**src/rtl/core/cbor_pkg.sv**
```systemverilog
// cbor_pkg: shared types and constants for the CBOR stream decoder.
// Used by cbor_parse, cbor_outreg and cbor_stream_decoder; no dependencies.
package cbor_pkg;

  typedef enum logic [1:0] {
    PH_TYPE    = 2'd0,
    PH_ARG     = 2'd1,
    PH_PAYLOAD = 2'd2,
    PH_ERROR   = 2'd3
  } phase_t;

  typedef enum logic [3:0] {
    EV_UINT    = 4'd0,
    EV_NEGINT  = 4'd1,
    EV_BYTES   = 4'd2,
    EV_TEXT    = 4'd3,
    EV_ARRAY   = 4'd4,
    EV_MAP     = 4'd5,
    EV_TAG     = 4'd6,
    EV_SPECIAL = 4'd7,
    EV_PAYLOAD = 4'd8,
    EV_ERROR   = 4'd9
  } ev_kind_t;

  typedef enum logic [1:0] {
    ERR_NONE     = 2'd0,
    ERR_RESERVED = 2'd1,
    ERR_LENGTH   = 2'd2
  } err_code_t;

  localparam logic [4:0] INFO_ARG1     = 5'd24;
  localparam logic [4:0] INFO_ARG8     = 5'd27;
  localparam logic [4:0] INFO_RESERVED = 5'd28;

  typedef struct packed {
    ev_kind_t    kind;
    logic [63:0] arg;
    logic [7:0]  pbyte;
    logic        last;
    err_code_t   err;
  } result_t;

endpackage

```
**src/rtl/core/cbor_stream_decoder.sv**
```systemverilog
// cbor_stream_decoder: streaming CBOR item decoder, one stream byte per transfer.
// Depends on cbor_pkg, cbor_parse, cbor_outreg.
//
//   channel | ports                                        | dir
//   in      | in_valid, in_ready, in_stream_byte           | byte stream in
//   out     | out_valid, out_ready, out_event_kind,        | one event per
//           | out_argument_value, out_payload_byte,        | item header or
//           | out_payload_last, out_error_code             | payload byte
//
// One byte per cycle sustained while out_ready is high; a byte's event passes the input
// register, then parse logic into the result register, which drives out_valid.
// rst_n is synchronous; after reset the decoder expects a type byte.
// An error sticks until reset; bytes are then taken and dropped.
// A stalled out channel holds the input register, which then backs up in_ready.
module cbor_stream_decoder #(
  parameter int LENGTH_BITS = 32
) (
  input  logic        clk,
  input  logic        rst_n,
  input  logic        in_valid,
  output logic        in_ready,
  input  logic [7:0]  in_stream_byte,
  output logic        out_valid,
  input  logic        out_ready,
  output logic [3:0]  out_event_kind,
  output logic [63:0] out_argument_value,
  output logic [7:0]  out_payload_byte,
  output logic        out_payload_last,
  output logic [1:0]  out_error_code
);

  logic              in_valid_r;
  logic [7:0]        in_byte_r;
  logic              fire;
  logic              res_valid;
  logic              load_ready;
  cbor_pkg::result_t res;
  cbor_pkg::result_t out_data;

  assign fire     = in_valid_r && load_ready;
  assign in_ready = !in_valid_r || fire;

  always_ff @(posedge clk) begin
    if (!rst_n) begin
      in_valid_r <= 1'b0;
    end else if (in_ready) begin
      in_valid_r <= in_valid;
    end
  end

  always_ff @(posedge clk) begin
    if (in_ready && in_valid) begin
      in_byte_r <= in_stream_byte;
    end
  end

  cbor_parse #(
    .LENGTH_BITS (LENGTH_BITS)
  ) u_parse (
    .clk       (clk),
    .rst_n     (rst_n),
    .step      (fire),
    .byte_i    (in_byte_r),
    .res_valid (res_valid),
    .res       (res)
  );

  cbor_outreg u_outreg (
    .clk        (clk),
    .rst_n      (rst_n),
    .load       (fire && res_valid),
    .load_data  (res),
    .load_ready (load_ready),
    .out_valid  (out_valid),
    .out_ready  (out_ready),
    .out_data   (out_data)
  );

  assign out_event_kind     = out_data.kind;
  assign out_argument_value = out_data.arg;
  assign out_payload_byte   = out_data.pbyte;
  assign out_payload_last   = out_data.last;
  assign out_error_code     = out_data.err;

endmodule

```
**src/rtl/core/cbor_parse.sv**
```systemverilog
// cbor_parse: parser state and per-byte decode logic.
// Depends on cbor_pkg.
module cbor_parse #(
  parameter int LENGTH_BITS = 32
) (
  input  logic              clk,
  input  logic              rst_n,
  input  logic              step,
  input  logic [7:0]        byte_i,
  output logic              res_valid,
  output cbor_pkg::result_t res
);

  localparam logic [63:0] LEN_MASK = (LENGTH_BITS >= 64) ? {64{1'b1}} :
                                     ((64'd1 << LENGTH_BITS) - 64'd1);

  cbor_pkg::phase_t       phase_r, phase_nxt;
  logic [2:0]             major_r, major_nxt;
  logic [3:0]             arg_left_r, arg_left_nxt;
  logic [63:0]            acc_r, acc_nxt;
  logic [LENGTH_BITS-1:0] pay_left_r, pay_left_nxt;

  logic [2:0]  b_major;
  logic [4:0]  b_info;
  logic [3:0]  arg_left_dec;
  logic        fin;
  logic [2:0]  fin_major;
  logic [63:0] fin_arg;

  assign b_major = byte_i[7:5];
  assign b_info  = byte_i[4:0];

  always_ff @(posedge clk) begin
    if (!rst_n) begin
      phase_r <= cbor_pkg::PH_TYPE;
    end else if (step) begin
      phase_r <= phase_nxt;
    end
  end

  always_ff @(posedge clk) begin
    if (step) begin
      major_r    <= major_nxt;
      arg_left_r <= arg_left_nxt;
      acc_r      <= acc_nxt;
      pay_left_r <= pay_left_nxt;
    end
  end

  always_comb begin
    phase_nxt    = phase_r;
    major_nxt    = major_r;
    arg_left_nxt = arg_left_r;
    acc_nxt      = acc_r;
    pay_left_nxt = pay_left_r;
    res_valid    = 1'b0;
    res          = '0;
    fin          = 1'b0;
    fin_major    = major_r;
    fin_arg      = acc_r;
    arg_left_dec = (arg_left_r != 4'd0) ? arg_left_r - 4'd1 : 4'd0;
    unique case (phase_r)
      cbor_pkg::PH_TYPE: begin
        if (b_info < cbor_pkg::INFO_ARG1) begin
          fin       = 1'b1;
          fin_major = b_major;
          fin_arg   = {59'd0, b_info};
        end else if (b_info >= cbor_pkg::INFO_RESERVED) begin
          phase_nxt = cbor_pkg::PH_ERROR;
          res_valid = 1'b1;
          res.kind  = cbor_pkg::EV_ERROR;
          res.err   = cbor_pkg::ERR_RESERVED;
        end else if (b_info == cbor_pkg::INFO_ARG8 &&
                     (b_major[2:1] == 2'b01 || b_major[2:1] == 2'b10)) begin
          phase_nxt = cbor_pkg::PH_ERROR;
          res_valid = 1'b1;
          res.kind  = cbor_pkg::EV_ERROR;
          res.err   = cbor_pkg::ERR_LENGTH;
        end else begin
          major_nxt    = b_major;
          arg_left_nxt = 4'd1 << b_info[1:0];
          acc_nxt      = '0;
          phase_nxt    = cbor_pkg::PH_ARG;
        end
      end
      cbor_pkg::PH_ARG: begin
        acc_nxt      = {acc_r[55:0], byte_i};
        arg_left_nxt = arg_left_dec;
        if (arg_left_dec == 4'd0) begin
          fin     = 1'b1;
          fin_arg = acc_nxt;
        end
      end
      cbor_pkg::PH_PAYLOAD: begin
        res_valid = 1'b1;
        res.kind  = cbor_pkg::EV_PAYLOAD;
        res.pbyte = byte_i;
        res.last  = (pay_left_r <= LENGTH_BITS'(1));
        if (pay_left_r != '0) begin
          pay_left_nxt = pay_left_r - LENGTH_BITS'(1);
        end
        if (res.last) begin
          phase_nxt = cbor_pkg::PH_TYPE;
        end
      end
      cbor_pkg::PH_ERROR: begin
      end
      default: begin
      end
    endcase

    if (fin) begin
      res_valid = 1'b1;
      if (fin_major[2:1] == 2'b01 && (fin_arg & ~LEN_MASK) != 64'd0) begin
        phase_nxt = cbor_pkg::PH_ERROR;
        res.kind  = cbor_pkg::EV_ERROR;
        res.err   = cbor_pkg::ERR_LENGTH;
      end else begin
        res.kind  = cbor_pkg::ev_kind_t'({1'b0, fin_major});
        res.arg   = fin_arg;
        phase_nxt = cbor_pkg::PH_TYPE;
        if (fin_major[2:1] == 2'b01) begin
          pay_left_nxt = fin_arg[LENGTH_BITS-1:0];
          if (fin_arg != 64'd0) begin
            phase_nxt = cbor_pkg::PH_PAYLOAD;
          end
        end
      end
    end
  end

  a_error_silent: assert property (@(posedge clk) disable iff (!rst_n)
    phase_r == cbor_pkg::PH_ERROR |-> !res_valid)
    else $error("result produced in error phase");

  a_error_sticks: assert property (@(posedge clk) disable iff (!rst_n)
    step && res_valid && res.kind == cbor_pkg::EV_ERROR |=> phase_r == cbor_pkg::PH_ERROR)
    else $error("error event did not enter error phase");

  a_payload_count: assert property (@(posedge clk) disable iff (!rst_n)
    phase_r == cbor_pkg::PH_PAYLOAD |-> pay_left_r != '0)
    else $error("payload phase with zero bytes left");

  a_arg_count: assert property (@(posedge clk) disable iff (!rst_n)
    phase_r == cbor_pkg::PH_ARG |-> arg_left_r != 4'd0 && arg_left_r <= 4'd8)
    else $error("argument byte count out of range");

endmodule

```
**src/rtl/core/cbor_outreg.sv**
```systemverilog
// cbor_outreg: result register between the parser and the output channel.
// Depends on cbor_pkg.
module cbor_outreg (
  input  logic              clk,
  input  logic              rst_n,
  input  logic              load,
  input  cbor_pkg::result_t load_data,
  output logic              load_ready,
  output logic              out_valid,
  input  logic              out_ready,
  output cbor_pkg::result_t out_data
);

  logic              valid_r, valid_nxt;
  cbor_pkg::result_t data_r;

  assign load_ready = !valid_r || out_ready;
  assign valid_nxt  = load ? 1'b1 : (valid_r && !out_ready);

  always_ff @(posedge clk) begin
    if (!rst_n) begin
      valid_r <= 1'b0;
    end else begin
      valid_r <= valid_nxt;
    end
  end

  always_ff @(posedge clk) begin
    if (load) begin
      data_r <= load_data;
    end
  end

  assign out_valid = valid_r;
  assign out_data  = data_r;

  a_no_overwrite: assert property (@(posedge clk) disable iff (!rst_n)
    load |-> load_ready)
    else $error("result register overwritten while full");

endmodule

```
**config.mk**
```make
export PLATFORM = sky130hd
export DESIGN_NAME = cbor_stream_decoder
export DESIGN_NICKNAME = d
export VERILOG_FILES = /design/src/rtl/core/cbor_pkg.sv /design/src/rtl/core/cbor_stream_decoder.sv /design/src/rtl/core/cbor_parse.sv /design/src/rtl/core/cbor_outreg.sv
export SDC_FILE = /design/constraint.sdc
export NUM_CORES = 1
export LEC_CHECK = 0
export BUFFER_PORTS_ARGS = -buffer_cell sky130_fd_sc_hd__buf_2
export CORE_MARGIN = 1
export CORE_UTILIZATION = 59
export DETAILED_ROUTE_END_ITERATION = 8
export PLACE_DENSITY = 0.91
export SLEW_MARGIN = 15
export SYNTH_ARGS = -nofsm -noshare
export SYNTH_HDL_FRONTEND = slang
export SYNTH_SLANG_ARGS = --single-unit
```
**constraint.sdc**
```tcl
create_clock -name clk -period 11 [get_ports clk]
set_clock_uncertainty 0.05 [all_clocks]
set_input_delay 2.2 -clock clk [delete_from_list [all_inputs] [get_ports clk]]
set_output_delay 2.2 -clock clk [all_outputs]
set_load 0.005 [all_outputs]
```
==> results of run 1 <==
## registers in the layout, indices dropped and copies added (netlist names)
name / flops
in_byte_r: 8
in_valid_r: 1
u_outreg.out_data: 79
u_outreg.out_valid: 1
u_parse.acc_r: 64
u_parse.arg_left_r: 4
u_parse.major_r: 3
u_parse.pay_left_r: 32
u_parse.phase_r: 2
## final timing paths
path,start,endpoint,slack (ps),cells past startpoint
worst min-delay path,in_valid_r$_SDFFE_PN0N_,in_valid_r$_SDFFE_PN0N_,530,2
worst max register to register,u_parse.phase_r[0]$_SDFFE_PN0P_,u_outreg.out_data[43]$_SDFFCE_PP0P_,6790,7
worst max-delay path,out_ready,in_ready,5980,4
worst min register to register,in_valid_r$_SDFFE_PN0N_,in_valid_r$_SDFFE_PN0N_,530,2
## cell usage in the layout (no fill, tap or decap), drive strengths merged, types with 17 or more instances in the layout
master	instances
clkbuf	22
nor4	28
nor2	44
nor3	23
and2	113
xnor2	25
edfxtp	190
nand2	49
buf	102
o21ai	17
mux2i	30
## power breakdown
part | internal, mW | leakage, nW | switching, mW
registers | 0.855 | 1.82 | 0.0269
logic | 0.0543 | 1.73 | 0.0883
clock network | 0.339 | 0.272 | 0.268
total | 1.25 | 3.82 | 0.383
## worst reg2reg max path, cell delays in order, from the launching register on
cell     delay, ps
dfxtp_1        890
nor2b_4        290
nand2_1        630
a211o_1        530
a41oi_2        690
nor2_2         350
buf_4          330
and2_1         200
## final cells by class
class,instances,share of cell area
well taps,184,0.0225
multi-input cells,474,0.301
clock inverters,10,0.0123
clock buffers,22,0.0434
flip-flops and latches,194,0.565
inverters,8,0.00293
repair buffers,102,0.0523
## synthesized netlist by cell type (4+ instances only)
cell,n,area share
edfxtp_1,190,0.63
nor2_1,44,0.018
xnor2_1,25,0.024
and3_1,10,0.0069
o31ai_1,5,0.0042
inv_1,8,0.0033
nor4_1,27,0.019
a22oi_1,7,0.0058
and2_1,113,0.078
or3_1,7,0.0049
nand2b_1,6,0.0042
dfxtp_1,4,0.0089
nand2_1,49,0.020
nand3_1,10,0.0055
nor3_1,22,0.012
a21oi_1,11,0.0061
xor2_1,5,0.0049
or4_1,6,0.0050
nor2b_1,13,0.0090
clkbuf_1,32,0.013
o21ai_0,17,0.0094
mux2i_1,30,0.033
buf_2,4,0.0022
a31oi_1,11,0.0076
## routing by layer
metal	global-route usage	part of all wire
met2	0.406	0.47
met5	0	0
met4	0.140	0.034
met3	0.0692	0.098
met1	0.365	0.40
## cells by family (layout without fill, tap and decap cells)
family / after synthesis / in the layout / synth area share
simple gates: 327 / 327 / 0.202
compound gates: 81 / 81 / 0.0651
xor+xnor: 30 / 30 / 0.0291
mux: 33 / 33 / 0.0374
buf+inv: 46 / 142 / 0.0209
flops: 194 / 194 / 0.641
fa+ha+maj: 3 / 3 / 0.00416
==> flow_summary.toml, run 1 <==
[cts]
clkLatencyLatePin_ps = 440
cts_tree = "done"
cts_made_buffers = 17
ctsHoldBuffers = 0
clockBufferDepth = 2
cts_resized = 0
cts.clk_slew.worst_paths_ps = 70
ctsRootBufferMaster = "clkbuf_16"
postCtsSetupBuffers = 0
cts-htree-levels = 4
cts_sinks = 194

[critical_path]
path_cells = "buf_2 > nor2b_1 > nand2_1 > buf_2"
path_buf_inv = 2
slowest_stage = "nor2b_1"
crit_required_ps = 8750
critPathMaxFanout = 4
max_stage_delay_ps = 230
crit_family = "simple AND/OR/NAND/NOR gates"
crit_top_cell = "buf_2"
crit_type = "input port to output port"
worstSetupStartpointType = "input port"
endpoint_kind = "output port"
arrival_ps = 2770

[global_routing]
grt_max_degree = 79
grt_pass1_vias = 6032
grt_use_total = 0.270
grt_pass1_wl_um = 32000
gr-total-overflow = 0
antenna_found_initial = 0

[finish]
final_cells = 994
fin_area_mm2 = 0.0102
nets = 812
area_growth_pct = 13.5
drive_gt1_frac = 0.181
nFillCells = 960
antennaDiodeCount = 0
post-route-util = 0.696
multi_input_area_mm2 = 0.00308
ff_latch_area_mm2 = 0.00579

[detailed_routing]
routed_wl_um = 20100
vias_per_cell = 6.26
drcViolationCount = 9
first_pass_iters = 8
drtAntennaViolNets = 0
avgRoutedWirePerCell_um = 20.2
drtIter0Drc = 711
vias = 6218

[logic_synthesis]
synthArstFlopShare = 0
synthFlopType = "edfxtp_1"
synth-edff-count = 190
avgSynthCellArea_um2 = 12.6
syn_nets = 729
synthDistinctLibCells = 64
ys_ff_latch = 194
syn_inst = 714
ys_seq_area_frac = 0.641
synthesis.area_mm2 = 0.00902
yosys_warnings = 0

[pwr]
p_per_area_mw_per_mm2 = 159
leakage_nw = 3.82
p_total_mw = 1.63
worst_ir_drop_vdd_mv = 0.128

[die]
rows = 44
die_w_um = 126
start_util = 0.614
die_area_mm2 = 0.0158
core_area_mm2 = 0.0147
dieHeight_um = 126
ios = 93

[run_status]
outcome = "finished, violations left"
violations = "design-rule violations"

[sta]
holdWs_ps = 530
worst_slack_ps = 5980
worstMarginPinSlew_ps = 1070
fin_crit_ps = 5020
max_slew_margin = 0.284
period_share = 0.456
setup_viol = 0
fmax_ghz = 0.199
setup_tns_ps = 0
final_max_slew_viol_count = 0
hold_viol = 0
grt_setup_unrepaired = "false"

[place]
dpl_cell_area_mm2 = 0.00967
dp.cells = 962
io_buffers = 92
dp_slack_ps = 6000
dpl.hpwl_um = 13300
place_congestion = 0.899

[job]
cap_violations = 0

[min_path]
hold_class = "register to register"
No activity file was read; power rests on OpenSTA's default activity.
==> run 2, diff against run 1 <==
==> constraint.sdc (replaced) <==
create_clock -name clk -period 5.1 [get_ports clk]
set_clock_uncertainty 0.05 [all_clocks]
set_input_delay 1.02 -clock clk [delete_from_list [all_inputs] [get_ports clk]]
set_output_delay 1.02 -clock clk [all_outputs]
set_load 0.005 [all_outputs]
==> run 2 against run 1 <==
Against the previous run: the run still ends with design-rule violations left; combinational power up 120%; critical path depth increased by 4; sequential power grew 120%; total power increased by 110%; sequential cell count stayed put; routed wire length up 1.4%; critical path type is now register to register; critical endpoint is now u_outreg.out_data[41]$_SDFFCE_PP0P_.
==> flow_summary.toml, run 2 (synthesis results as in run 1) <==
[run_status]
outcome = "finished, violations left"
violations = "design-rule violations"

[global_routing]
antenna_found_initial = 0
grt_pass1_wl_um = 31700
grt_use_total = 0.267
grt_max_degree = 56
gr-total-overflow = 0
grt_pass1_vias = 5945

[pwr]
leakage_nw = 3.81
p_per_area_mw_per_mm2 = 337
combPwrFrac = 0.091
worst_ir_drop_vdd_mv = 0.235
power_frac_clock = 0.357
p_seq_frac = 0.551
p_sw_frac = 0.246
power.internal_mw = 2.60
switchingPower_mw = 0.848

[sta]
fin_crit_ps = 3720
fmax_ghz = 0.269
final_max_slew_viol_count = 0
max_slew_margin = 0.395
worstMarginPinSlew_ps = 895
setup_tns_ps = 0
grt_setup_unrepaired = "false"
period_share = 0.730
hold_viol = 0
worst_slack_ps = 1380
setup_viol = 0
holdWs_ps = 500

[finish]
mostFrequentLayoutCell = "edfxtp_1"
nets = 817
post-route-util = 0.696
drive_gt1_frac = 0.188
nFillCells = 944
antennaDiodeCount = 0
multi_input_area_mm2 = 0.00308
final_cells = 999
largest_reg_flops = 79
ff_latch_area_mm2 = 0.00579
final_cell_mix = "190 x edfxtp_1, 113 x and2_1, 92 x buf_2, 49 x nand2_1, 43 x nor2_1"
area_growth_pct = 13.4

[place]
io_buffers = 92
dpl.hpwl_um = 13800
dp_slack_ps = 1480
place_congestion = 0.922
dp.cells = 967

[critical_path]
r2r_start = "u_parse.phase_r[0]$_SDFFE_PN0P_"
crit_required_ps = 5230
r2r_slack_ps = 1380
slowest_stage = "dfxtp_1"
max_stage_delay_ps = 830
path_cells = "nor2b_4 > buf_4 > nand2_1 > a211o_1 > a41oi_2 > nor2_2 > buf_4 > and2_1"
reg2reg_depth = 8
endpoint_kind = "register"
crit_top_cell = "buf_4"
reg2reg_to = "u_outreg.out_data[41]$_SDFFCE_PP0P_"
arrival_ps = 3860
crit_type = "register to register"
critPathMaxFanout = 55
worstSetupStartpointType = "register"

[detailed_routing]
vias_per_cell = 6.25
drcViolationCount = 7
vias = 6246
routed_wl_um = 20400
avgRoutedWirePerCell_um = 20.4
drtIter0Drc = 798
first_pass_iters = 9
drtAntennaViolNets = 0

[die]
start_util = 0.614
ios = 93
rows = 44
dieHeight_um = 126
die_area_mm2 = 0.0158
die_w_um = 126
core_area_mm2 = 0.0147

[job]
cap_violations = 0

[cts]
cts-htree-levels = 4
cts_resized = 0
ctsHoldBuffers = 0
postCtsSetupBuffers = 0
cts_sinks = 194
cts.clk_slew.worst_paths_ps = 70
clockBufferDepth = 2
clkLatencyLatePin_ps = 430
ctsRootBufferMaster = "clkbuf_16"
cts_tree = "done"
cts_made_buffers = 17

[min_path]
hold_path_depth = 2
hp-start = "in_valid_r$_SDFFE_PN0N_"
hold_class = "register to register"
whs_endpoint = "in_valid_r$_SDFFE_PN0N_"
run 2: cell count changes in the layout (fill, tap and decap cells not counted), sizes merged:
cell and change:
clkbuf -2, bufinv -2, clkinv +4, clkinvlp +1
inv -1, buf +5
run 2: critical path, delay by kind of cell (launching register included):
| kind | cells | cell delay (ps) |
|---|---|---|
| buf+inv | 2 | 680 |
| compound gates | 2 | 1020 |
| simple gates | 4 | 870 |
| flops | 1 | 830 |
run 2: routing by layer:
| layer | share of wire | vias to the layer above | track usage |
|---|---|---|---|
| li1 | - | 2816 | - |
| met1 | 0.41 | 2994 | 0.368 |
| met2 | 0.47 | 370 | 0.418 |
| met3 | 0.088 | 66 | 0.0531 |
| met4 | 0.035 | 0 | 0.115 |
| met5 | 0 | - | 0 |
run 2: worst max-delay path by stage:
stage	start	end	slack, ps	cells after the start
floorplan	u_parse.arg_left_r[1]$_DFFE_PP_	u_outreg.out_data[0]$_DFFE_PP_	1150	5
global placement	u_parse.phase_r[0]$_SDFFE_PN0P_	u_parse.pay_left_r[28]$_DFFE_PP_	1610	8
detailed placement	u_parse.phase_r[0]$_SDFFE_PN0P_	u_outreg.out_data[41]$_SDFFCE_PP0P_	1480	8
CTS	u_parse.phase_r[0]$_SDFFE_PN0P_	u_outreg.out_data[41]$_SDFFCE_PP0P_	1460	8
global route	u_parse.phase_r[0]$_SDFFE_PN0P_	u_outreg.out_data[41]$_SDFFCE_PP0P_	1120	8
finish	u_parse.phase_r[0]$_SDFFE_PN0P_	u_outreg.out_data[41]$_SDFFCE_PP0P_	1380	8
run 2: area by class of cell:
type | count | share of cell area
timing repair buffer | 107 | 0.0560
inverter | 8 | 0.00293
multi-input combinational | 474 | 0.301
sequential | 194 | 0.565
clock inverter | 12 | 0.0100
clock buffer | 20 | 0.0427
tap | 184 | 0.0225
run 2: power by group through the flow:
stage,Sequential [mW],Combinational [mW],Clock (mW)
2_1_floorplan,1.92,0.205,0
3_3_place_gp,1.93,0.298,0
3_5_place_dp,1.93,0.308,0
4_1_cts,1.90,0.311,1.24
5_1_grt,1.91,0.341,1.29
6_report,1.90,0.314,1.23
run 2: through the flow:
step	instance area, um2	power, mW
3_3_place_gp	9690	2.23
6_report	10200	3.44
4_1_cts	10200	3.45
5_1_grt	10200	3.53
3_5_place_dp	9690	2.24
2_1_floorplan	9040	2.12
==> run 3, diff against run 2 <==
==> constraint.sdc (replaced) <==
create_clock -name clk -period 3.5 [get_ports clk]
set_clock_uncertainty 0.05 [all_clocks]
set_input_delay 0.7 -clock clk [delete_from_list [all_inputs] [get_ports clk]]
set_output_delay 0.7 -clock clk [all_outputs]
set_load 0.005 [all_outputs]
==> run 3 against run 2 <==
Against the previous run: the run still ends with design-rule violations left; worst hold slack got worse by 120 ps; non-clock buffer count grew 12; die area is the same; highest routed layer unchanged.
==> flow_summary.toml, run 3 (synthesis results as in run 1) <==
[run_status]
outcome = "finished, violations left"
violations = "design-rule violations"

[finish]
mostFrequentLayoutCell = "edfxtp_1"
drive_gt1_frac = 0.203
antennaDiodeCount = 0
area_growth_pct = 15.2
nets = 829
largest_reg_flops = 79
final_cell_mix = "190 x edfxtp_1, 113 x and2_1, 92 x buf_2, 49 x nand2_1, 43 x nor2_1"
ff_latch_area_mm2 = 0.00579
multi_input_area_mm2 = 0.00313
nFillCells = 970

[critical_path]
r2r_start = "u_parse.phase_r[0]$_SDFFE_PN0P_"
arrival_ps = 3530
crit_required_ps = 3640
r2r_slack_ps = 120
critPathMaxFanout = 15
slowest_stage = "or3_1"
path_buf_inv = 1
max_stage_delay_ps = 700
crit_family = "simple AND/OR/NAND/NOR gates"
endpoint_kind = "register"
reg2reg_to = "u_parse.pay_left_r[5]$_DFFE_PP_"
crit_type = "register to register"
reg2reg_depth = 7
worstSetupStartpointType = "register"
path_cells = "buf_4 > nand2b_1 > nor4_1 > a211o_1 > nand4_1 > or3_1 > mux2_1"

[cts]
cts-htree-levels = 4
cts.clk_slew.worst_paths_ps = 70
postCtsSetupBuffers = 0
clkLatencyLatePin_ps = 440
cts_sinks = 194
cts_made_buffers = 17
cts_tree = "done"
clockBufferDepth = 2
ctsHoldBuffers = 0
ctsRootBufferMaster = "clkbuf_16"
cts_resized = 0

[pwr]
p_per_area_mw_per_mm2 = 488
p_sw_frac = 0.252
switchingPower_mw = 1.28
combPwrFrac = 0.098
p_total_mw = 5.07
worst_ir_drop_vdd_mv = 0.358
power_frac_clock = 0.356
power.internal_mw = 3.79
p_seq_frac = 0.545
leakage_nw = 3.90

[min_path]
hp-start = "in_stream_byte[0]"
whs_endpoint = "in_byte_r[0]$_DFFE_PP_"
hold_class = "input port to register"
hold_path_depth = 1

[die]
core_area_mm2 = 0.0147
start_util = 0.614
dieHeight_um = 126
ios = 93
rows = 44
die_w_um = 126
die_area_mm2 = 0.0158

[detailed_routing]
routed_wl_um = 21500
vias = 6387
drcViolationCount = 9
drtIter0Drc = 786
first_pass_iters = 9
drtAntennaViolNets = 0
vias_per_cell = 6.32
avgRoutedWirePerCell_um = 21.3

[sta]
hold_viol = 0
final_max_slew_viol_count = 0
setup_viol = 0
fmax_ghz = 0.295
max_slew_margin = 0.457
worst_slack_ps = 115
worstMarginPinSlew_ps = 813
setup_tns_ps = 0
period_share = 0.967
fin_crit_ps = 3380
grt_setup_unrepaired = "false"

[place]
place_congestion = 0.908
io_buffers = 92
dp_slack_ps = 280
dpl.hpwl_um = 14700

[global_routing]
grt_pass1_vias = 6094
grt_max_degree = 55
antenna_found_initial = 0
gr-total-overflow = 0
grt_pass1_wl_um = 33300
grt_use_total = 0.283

[job]
cap_violations = 0
run 3: changes by cell type in the layout (fill, tap and decap cells not counted), sizes merged:
| cell | before | now |
|---|---|---|
| clkinv | 5 | 4 |
| clkbuf | 20 | 18 |
| buf | 107 | 119 |
| inv | 12 | 13 |
| clkinvlp | 3 | 4 |
run 3: through the flow:
step / utilization / std cells / hold slack [ps] / area (um2)
2_1_floorplan: - / 714 / 374 / 9100
6_report: 0.707 / 1010 / 381 / 10400
3_3_place_gp: 0.671 / 979 / 464 / 9860
3_5_place_dp: 0.671 / 979 / 471 / 9860
4_1_cts: 0.707 / 1010 / 367 / 10400
5_1_grt: 0.707 / 1010 / 368 / 10400
run 3: power groups by stage:
stage          Sequential, mW  Combinational (mW)  Clock, mW
2_1_floorplan            2.79               0.308          0
3_3_place_gp             2.81               0.469          0
3_5_place_dp             2.81               0.487          0
4_1_cts                  2.76               0.493       1.80
5_1_grt                  2.78               0.536       1.90
6_report                 2.77               0.499       1.81
run 3: worst max-delay path by stage:
stage,start,endpoint,slack (ps),depth (start not counted)
after floorplan,u_parse.arg_left_r[2]$_DFFE_PP_,u_outreg.out_data[0]$_DFFE_PP_,-250,5
after global routing,u_parse.phase_r[0]$_SDFFE_PN0P_,u_parse.pay_left_r[13]$_DFFE_PP_,30,8
after CTS,u_parse.phase_r[0]$_SDFFE_PN0P_,u_parse.pay_left_r[5]$_DFFE_PP_,240,7
after detailed placement,u_parse.phase_r[0]$_SDFFE_PN0P_,u_parse.phase_r[1]$_SDFFE_PN0P_,280,7
after global placement,u_parse.phase_r[0]$_SDFFE_PN0P_,u_parse.phase_r[1]$_SDFFE_PN0P_,370,7
final,u_parse.phase_r[0]$_SDFFE_PN0P_,u_parse.pay_left_r[5]$_DFFE_PP_,120,7
run 3: layout make-up:
cell class,instances,area share
Sequential cell,194,0.557
Inverter,8,0.00289
Clock inverter,13,0.0101
Tap cell,184,0.0221
Timing Repair Buffer,119,0.0662
Clock buffer,18,0.0413
Multi-Input combinational cell,474,0.301
run 3: worst register-to-register path: stages (launching register included):
cell      delay (ps)
dfxtp_1          670
buf_4            260
nand2b_1         200
nor4_1           420
a211o_1          220
nand4_1          190
or3_1            700
mux2_1           430
run 3: metal layers:
metal,vias to the layer above,track usage,share of wire
met5,-,0,0
met1,3055,0.383,0.39
li1,2837,-,-
met2,420,0.440,0.47
met3,75,0.0731,0.10
met4,0,0.118,0.032
